File: src/lssr_pkg.sv
package lssr_pkg;

    // Command codes carried on the input channel.
    localparam logic [2:0] CMD_PUSH      = 3'd0;
    localparam logic [2:0] CMD_POP       = 3'd1;
    localparam logic [2:0] CMD_REMOVE    = 3'd2;
    localparam logic [2:0] CMD_GET       = 3'd3;
    localparam logic [2:0] CMD_ITER_RST  = 3'd4;
    localparam logic [2:0] CMD_ITER_NEXT = 3'd5;

    // Status codes carried on the result channel.
    localparam logic [1:0] STAT_OK   = 2'd0;
    localparam logic [1:0] STAT_MISS = 2'd1;
    localparam logic [1:0] STAT_FULL = 2'd2;

    // Sequencer states, one-hot.
    typedef enum logic [5:0] {
        ST_IDLE     = 6'b000001,
        ST_WAIT_VAL = 6'b000010,
        ST_SRCH     = 6'b000100,
        ST_SHIFT    = 6'b001000,
        ST_TOP_RD   = 6'b010000,
        ST_FINISH   = 6'b100000
    } state_t;

endpackage

File: src/lifo_stack_search_remove_top.sv
// Each command walks the sequencer states in order: push, iterator reset and
// refused commands go to the top read and then finish; pop, get and iterator
// next first wait for the word from the registered-read RAM; remove scans down
// from the top, then shifts the words above a match down. One command is in
// flight at a time; the next is taken the cycle after the result is registered.
// Reset clears the count, the iterator and the output valid; RAM is not cleared.
module lifo_stack_search_remove_top
    import lssr_pkg::*;
    #(
        parameter int DEPTH      = 16,
        parameter int DATA_WIDTH = 32
    )
    (
        input  logic        aclk,
        input  logic        aresetn,
        input  logic        s_valid,
        output logic        s_ready,
        input  logic [2:0]  s_command,
        input  logic [31:0] s_data_value,
        input  logic [3:0]  s_index,
        output logic        m_valid,
        input  logic        m_ready,
        output logic [31:0] m_out_value,
        output logic [1:0]  m_status,
        output logic [4:0]  m_entry_count,
        output logic [31:0] m_top_value,
        output logic        m_is_empty
    );

    localparam int AW   = $clog2(DEPTH);
    localparam int CW   = $clog2(DEPTH + 1);
    localparam int CMPW = (CW > 4) ? CW : 4;

    state_t                state_reg, state_next;
    logic [2:0]            cmd_reg, cmd_next;
    logic [DATA_WIDTH-1:0] data_reg, data_next;
    logic [DATA_WIDTH-1:0] value_reg, value_next;
    logic [1:0]            status_reg, status_next;
    logic [CW-1:0]         count_reg, count_next;
    logic [CW-1:0]         iter_reg, iter_next;
    logic [AW-1:0]         ptr_reg, ptr_next;
    logic [AW-1:0]         pos_reg, pos_next;

    logic                  m_valid_reg;
    logic [31:0]           m_out_value_reg;
    logic [1:0]            m_status_reg;
    logic [4:0]            m_entry_count_reg;
    logic [31:0]           m_top_value_reg;
    logic                  m_is_empty_reg;

    logic                  ram_we;
    logic [AW-1:0]         ram_waddr;
    logic [DATA_WIDTH-1:0] ram_wdata;
    logic [AW-1:0]         ram_raddr;
    logic [DATA_WIDTH-1:0] ram_rdata;

    logic [63:0]           din_ext;
    logic [DATA_WIDTH-1:0] din;
    logic [63:0]           value_ext;
    logic [63:0]           top_ext;
    logic [15:0]           count_ext;
    logic [CMPW-1:0]       idx_x;
    logic [CMPW-1:0]       cnt_x;
    logic [CMPW-1:0]       get_x;
    logic [AW-1:0]         top_addr;
    logic [CW-1:0]         cnt_m1;
    logic                  is_empty;
    logic                  is_full;
    logic                  out_load;

    // Operand resizing between the port widths and the storage width.
    assign din_ext   = 64'(s_data_value);
    assign din       = din_ext[DATA_WIDTH-1:0];
    assign value_ext = 64'(value_reg);
    assign top_ext   = 64'(ram_rdata);
    assign count_ext = 16'(count_reg);
    assign idx_x     = CMPW'(s_index);
    assign cnt_x     = CMPW'(count_reg);
    assign get_x     = cnt_x - CMPW'(1) - idx_x;
    assign cnt_m1    = count_reg - CW'(1);
    assign top_addr  = cnt_m1[AW-1:0];
    assign is_empty  = (count_reg == '0);
    assign is_full   = (count_reg == CW'(DEPTH));
    assign out_load  = (state_reg == ST_FINISH) && (!m_valid_reg || m_ready);

    lssr_ram #(
        .WIDTH (DATA_WIDTH),
        .DEPTH (DEPTH)
    ) u_ram (
        .aclk  (aclk),
        .we    (ram_we),
        .waddr (ram_waddr),
        .wdata (ram_wdata),
        .raddr (ram_raddr),
        .rdata (ram_rdata)
    );

    // Sequencer: next-state, RAM access and compare logic.
    always_comb begin
        state_next  = state_reg;
        cmd_next    = cmd_reg;
        data_next   = data_reg;
        value_next  = value_reg;
        status_next = status_reg;
        count_next  = count_reg;
        iter_next   = iter_reg;
        ptr_next    = ptr_reg;
        pos_next    = pos_reg;
        ram_we      = 1'b0;
        ram_waddr   = ptr_reg;
        ram_wdata   = ram_rdata;
        ram_raddr   = top_addr;

        unique case (state_reg)
            ST_IDLE: begin
                if (s_valid) begin
                    cmd_next    = s_command;
                    data_next   = din;
                    value_next  = '0;
                    status_next = STAT_OK;
                    state_next  = ST_TOP_RD;
                    unique case (s_command)
                        CMD_PUSH: begin
                            if (is_full) begin
                                status_next = STAT_FULL;
                            end else begin
                                ram_we     = 1'b1;
                                ram_waddr  = count_reg[AW-1:0];
                                ram_wdata  = din;
                                count_next = count_reg + CW'(1);
                            end
                        end
                        CMD_POP: begin
                            if (is_empty) begin
                                status_next = STAT_MISS;
                            end else begin
                                state_next = ST_WAIT_VAL;
                            end
                        end
                        CMD_REMOVE: begin
                            if (is_empty) begin
                                status_next = STAT_MISS;
                            end else begin
                                ptr_next   = top_addr;
                                state_next = ST_SRCH;
                            end
                        end
                        CMD_GET: begin
                            if (idx_x >= cnt_x) begin
                                status_next = STAT_MISS;
                            end else begin
                                ram_raddr  = get_x[AW-1:0];
                                state_next = ST_WAIT_VAL;
                            end
                        end
                        CMD_ITER_RST: begin
                            iter_next = count_reg;
                        end
                        CMD_ITER_NEXT: begin
                            if (iter_reg == '0 || iter_reg > count_reg) begin
                                status_next = STAT_MISS;
                            end else begin
                                ram_raddr  = AW'(iter_reg - CW'(1));
                                state_next = ST_WAIT_VAL;
                            end
                        end
                        default: begin
                            status_next = STAT_MISS;
                        end
                    endcase
                end
            end

            // The read issued at the transfer returns the requested word.
            ST_WAIT_VAL: begin
                value_next = ram_rdata;
                state_next = ST_TOP_RD;
                unique case (cmd_reg)
                    CMD_POP: begin
                        count_next = cnt_m1;
                        if (iter_reg > CW'(top_addr)) begin
                            iter_next = iter_reg - CW'(1);
                        end
                    end
                    CMD_ITER_NEXT: begin
                        iter_next = iter_reg - CW'(1);
                    end
                    default: begin
                    end
                endcase
            end

            // Scan from the top down, one entry compared per cycle.
            ST_SRCH: begin
                if (ram_rdata == data_reg) begin
                    if (ptr_reg == top_addr) begin
                        count_next = cnt_m1;
                        if (iter_reg > CW'(ptr_reg)) begin
                            iter_next = iter_reg - CW'(1);
                        end
                        state_next = ST_TOP_RD;
                    end else begin
                        ram_raddr  = ptr_reg + AW'(1);
                        pos_next   = ptr_reg;
                        state_next = ST_SHIFT;
                    end
                end else if (ptr_reg == '0) begin
                    status_next = STAT_MISS;
                    state_next  = ST_TOP_RD;
                end else begin
                    ram_raddr = ptr_reg - AW'(1);
                    ptr_next  = ptr_reg - AW'(1);
                end
            end

            // Move each word above the removed one down by one slot.
            ST_SHIFT: begin
                ram_we    = 1'b1;
                ram_waddr = ptr_reg;
                ram_wdata = ram_rdata;
                ram_raddr = ptr_reg + AW'(2);
                if (ptr_reg + AW'(1) == top_addr) begin
                    count_next = cnt_m1;
                    if (iter_reg > CW'(pos_reg)) begin
                        iter_next = iter_reg - CW'(1);
                    end
                    state_next = ST_TOP_RD;
                end else begin
                    ptr_next = ptr_reg + AW'(1);
                end
            end

            // The default read address is the current top slot.
            ST_TOP_RD: begin
                state_next = ST_FINISH;
            end

            ST_FINISH: begin
                if (out_load) begin
                    state_next = ST_IDLE;
                end
            end

            default: begin
                state_next = ST_IDLE;
            end
        endcase
    end

    // Control and working registers.
    always_ff @(posedge aclk) begin
        if (!aresetn) begin
            state_reg <= ST_IDLE;
            count_reg <= '0;
            iter_reg  <= '0;
        end else begin
            state_reg <= state_next;
            count_reg <= count_next;
            iter_reg  <= iter_next;
        end
        cmd_reg    <= cmd_next;
        data_reg   <= data_next;
        value_reg  <= value_next;
        status_reg <= status_next;
        ptr_reg    <= ptr_next;
        pos_reg    <= pos_next;
    end

    // Output register; it holds a result until its transfer completes.
    always_ff @(posedge aclk) begin
        if (!aresetn) begin
            m_valid_reg <= 1'b0;
        end else if (out_load) begin
            m_valid_reg <= 1'b1;
        end else if (m_ready) begin
            m_valid_reg <= 1'b0;
        end
        if (out_load) begin
            m_out_value_reg   <= value_ext[31:0];
            m_status_reg      <= status_reg;
            m_entry_count_reg <= count_ext[4:0];
            m_top_value_reg   <= is_empty ? 32'd0 : top_ext[31:0];
            m_is_empty_reg    <= is_empty;
        end
    end

    assign s_ready       = (state_reg == ST_IDLE);
    assign m_valid       = m_valid_reg;
    assign m_out_value   = m_out_value_reg;
    assign m_status      = m_status_reg;
    assign m_entry_count = m_entry_count_reg;
    assign m_top_value   = m_top_value_reg;
    assign m_is_empty    = m_is_empty_reg;

endmodule

File: src/lssr_ram.sv
module lssr_ram
    #(
        parameter int WIDTH = 32,
        parameter int DEPTH = 16
    )
    (
        input  logic                     aclk,
        input  logic                     we,
        input  logic [$clog2(DEPTH)-1:0] waddr,
        input  logic [WIDTH-1:0]         wdata,
        input  logic [$clog2(DEPTH)-1:0] raddr,
        output logic [WIDTH-1:0]         rdata
    );

    logic [WIDTH-1:0] mem [DEPTH];

    // One write port and one read port with registered read data.
    always_ff @(posedge aclk) begin
        if (we) begin
            mem[waddr] <= wdata;
        end
        rdata <= mem[raddr];
    end

endmodule

File: config.mk
export PLATFORM = sky130hd
export DESIGN_NAME = lifo_stack_search_remove_top
export DESIGN_NICKNAME = d
export VERILOG_FILES = /design/src/lssr_pkg.sv /design/src/lifo_stack_search_remove_top.sv /design/src/lssr_ram.sv
export SDC_FILE = /design/constraint.sdc
export NUM_CORES = 1
export LEC_CHECK = 0
export BUFFER_PORTS_ARGS = -buffer_cell sky130_fd_sc_hd__buf_4
export CAP_MARGIN = 20
export CELL_PAD_IN_SITES_DETAIL_PLACEMENT = 1
export CELL_PAD_IN_SITES_GLOBAL_PLACEMENT = 2
export CORE_ASPECT_RATIO = 1.5
export CORE_MARGIN = 2
export CORE_UTILIZATION = 43
export DETAILED_ROUTE_END_ITERATION = 12
export PLACE_DENSITY = 0.81
export SLEW_MARGIN = 20
export SYNTH_ARGS = -nofsm -noshare
export SYNTH_HDL_FRONTEND = slang
export SYNTH_HIERARCHICAL = 1
export SYNTH_SLANG_ARGS = --single-unit
File: constraint.sdc
create_clock -name aclk -period 6.5 [get_ports aclk]
set_input_delay 0.325 -clock aclk [delete_from_list [all_inputs] [get_ports aclk]]
set_output_delay 0.325 -clock aclk [all_outputs]
set_load 0.05 [all_outputs]
==> metrics.csv <==
metric,value,unit
outcome,completed,
synth_top_flop_cell,edfxtp_1,
synth_top_family_by_area,multiplexers,
syn_area_per_cell,18.0,um^2
die_x,213,um
numPortBuffers,116,
relSlewSlack,24.7,%
crit_arrival,5770,ps
synth-seq-area-share,73.7,%
wl_per_cell,28.9,um
cts-root-buf,clkbuf_16,
clkSlewWorstSetupHoldPaths,70,ps
synth_xor_area_share,1.58,%
start_util,43.3,%
fp.dieH,318,um
cts_max_path_buffers,3,
drv_cap,0,
critPathLaunchType,flop,
viasPerCell,5.83,
r2r_setup_slack,1230,ps
synth-edff-count,661,
post_cts_buffers,0,
hold_class,input port to flop,
vias,15700,
drtIter0Drc,1307,
finalSetupViolCount,0,
synth_mux_area_share,10.3,%
gp_congestion,0.895,
cp.required,7010,ps
die_area,67900,um^2
ys_ff_latch,710,
dp_hpwl,48400,um
critPathKind,flop to flop,
cellLeakagePower,0.0113,uW
grt_pass1_wl,114000,um
synthSimpleGateAreaFrac,6.65,%
tightestPinTransition,1130,ps
ant_nets,0,
placed_cell_area,30400,um^2
yosys-top-cells-count,"edfxtp_1 (661), nand2_1 (150), mux4_2 (128)",
syn_inst,1574,
drc_errors,0,
layout.nets,1833,
rsz0062_at_grt,false,
finalMaxSlewViolations,0,
ir_drop,0.221,mV
largest_reg_flops,512,
syn2layout_area_growth,15.9,%
final_area,32800,um^2
synth_nets,1651,
yosys.area.top_type,edfxtp_1,
async_flop_share,0,%
cts_tree,done,
synth_most_common_cell,edfxtp_1,
htreeDepth,2,
finalCritPeriodShare,81.0,%
power_density,362,nW/um^2
fmax,190,MHz
cpPeakStageDelay,730,ps
grt_overflow_total,0,
syn-cell-area,28300,um^2
yosys_warnings,6,
grt_max_degree,85,
setup_tns,0,ps
antenna_found_initial,3,
synth_area_leaders,"edfxtp_1 (70%), mux4_2 (10%), dfxtp_1 (3.5%)",
path_delay_family,compound AO/OA/AOI/OAI gates,
crit_buf_inv,2,
first_pass_iters,5,
hold_ws,46.8,ps
hold_buffers,36,
wirelength,77600,um
fin_skew,29.3,ps
rows,115,
drive_above_1_share,23.7,%
clock-sinks,710,
regMostFlops,u_ram/mem,
postCtsResizedCells,0,
setup.worst_path.end_class,flop,
synth_top_area_share,70.2,%
core-area,65300,um^2
grt_pass1_vias,17000,
crit_fanout,32,
gr-usage-all-layers,23.3,%
clock_latency,630,ps
synthAdderAreaFrac,1.53,%
synth_compound_area_share,4.53,%
cp_cell_sequence,inv_1 -> ha_1 -> xor2_1 -> nand4_1 -> nor3_1 -> nand2b_1 -> o211ai_1 -> o2111ai_4 -> buf_4 -> mux4_2 -> a22oi_1 -> nand2_1,
min_period,5270,ps
ys_types,76,
finalHoldViolCount,0,
cts_buffers,60,
io_pins,117,
crit_path_top_delay_cell,dfxtp_1,
[worst register-to-register path, delay by kind of cell, from the launching register on]
kind | cells | cell delay, ps
adders and majority gates | 1 | 620
xor gates and xnor gates | 1 | 190
buffers and inverters | 2 | 920
DFF | 1 | 730
muxes | 1 | 610
AOI/OAI and AO/OA | 3 | 1080
and+or+nand+nor | 4 | 1010
[layer usage]
metal / track usage, % / part of all wire [%] / vias to the layer above / routed length (um)
met1: 28.2 / 36 / 8232 / 28300
met3: 2.94 / 5.7 / 198 / 4410
li1: - / - / 6617 / -
met5: 0 / 0 / - / 0
met2: 41.0 / 53 / 609 / 41000
met4: 11.0 / 5.0 / 0 / 3860
[layout by cell type (no fill, tap or decap), types with 9 or more instances in the layout]
cell	count
edfxtp_1	661
xor2_1	38
inv_1	28
nand3_1	13
and2_1	35
mux4_2	128
ha_1	33
nor2b_1	10
nand2_1	150
a22oi_1	68
clkinv_2	13
clkbuf_16	61
dlygate4sd3_1	36
buf_4	157
clkinv_1	10
o21ai_0	23
nor2_1	35
clkbuf_1	10
nand2b_1	9
nor2_4	13
nor3_1	13
and3_1	36
nor4_1	12
a21oi_1	20
dfxtp_1	49
[final cells by class]
| class | instances | area [um^2] |
|---|---|---|
| Antenna cell | 1 | 2.50 |
| Multi-Input combinational cell | 759 | 7120 |
| Clock buffer | 72 | 1580 |
| Timing Repair Buffer | 196 | 1600 |
| Tap cell | 877 | 1100 |
| Fill cell | 6136 | 32600 |
| Sequential cell | 710 | 20800 |
| Clock inverter | 42 | 434 |
| Inverter | 29 | 109 |
[per-stage QoR]
stage / std cells / util, % / worst slack [ps] / power, uW
2_1_floorplan: 1574 / - / 405 / 7280
3_3_place_gp: 2535 / 46.5 / 1430 / 8130
3_5_place_dp: 2535 / 46.5 / 1220 / 8240
4_1_cts: 2685 / 50.2 / 1230 / 11900
5_1_grt: 2685 / 50.2 / 831 / 12300
6_report: 2686 / 50.2 / 1230 / 11900
[final timing paths]
path,from,end,cells after the start
max,cnt_x[0],u_ram/rdata[0],12
min,s_command[0],cmd_reg[0],1
max reg2reg,cnt_x[0],u_ram/rdata[0],12
min reg2reg,value_reg[8],m_out_value[8],0
[cells by family after synthesis]
kind of cell,Yosys count
fa+ha+maj,34
buf+inv,105
flops,710
compound gates,173
xor+xnor,48
simple gates,373
mux,131
[power breakdown]
group / switching [uW] / internal (uW)
combinational: 1480 / 598
sequential: 285 / 5780
clock: 1660 / 2060
total: 3430 / 8430
(Power assumes the default switching activity.)
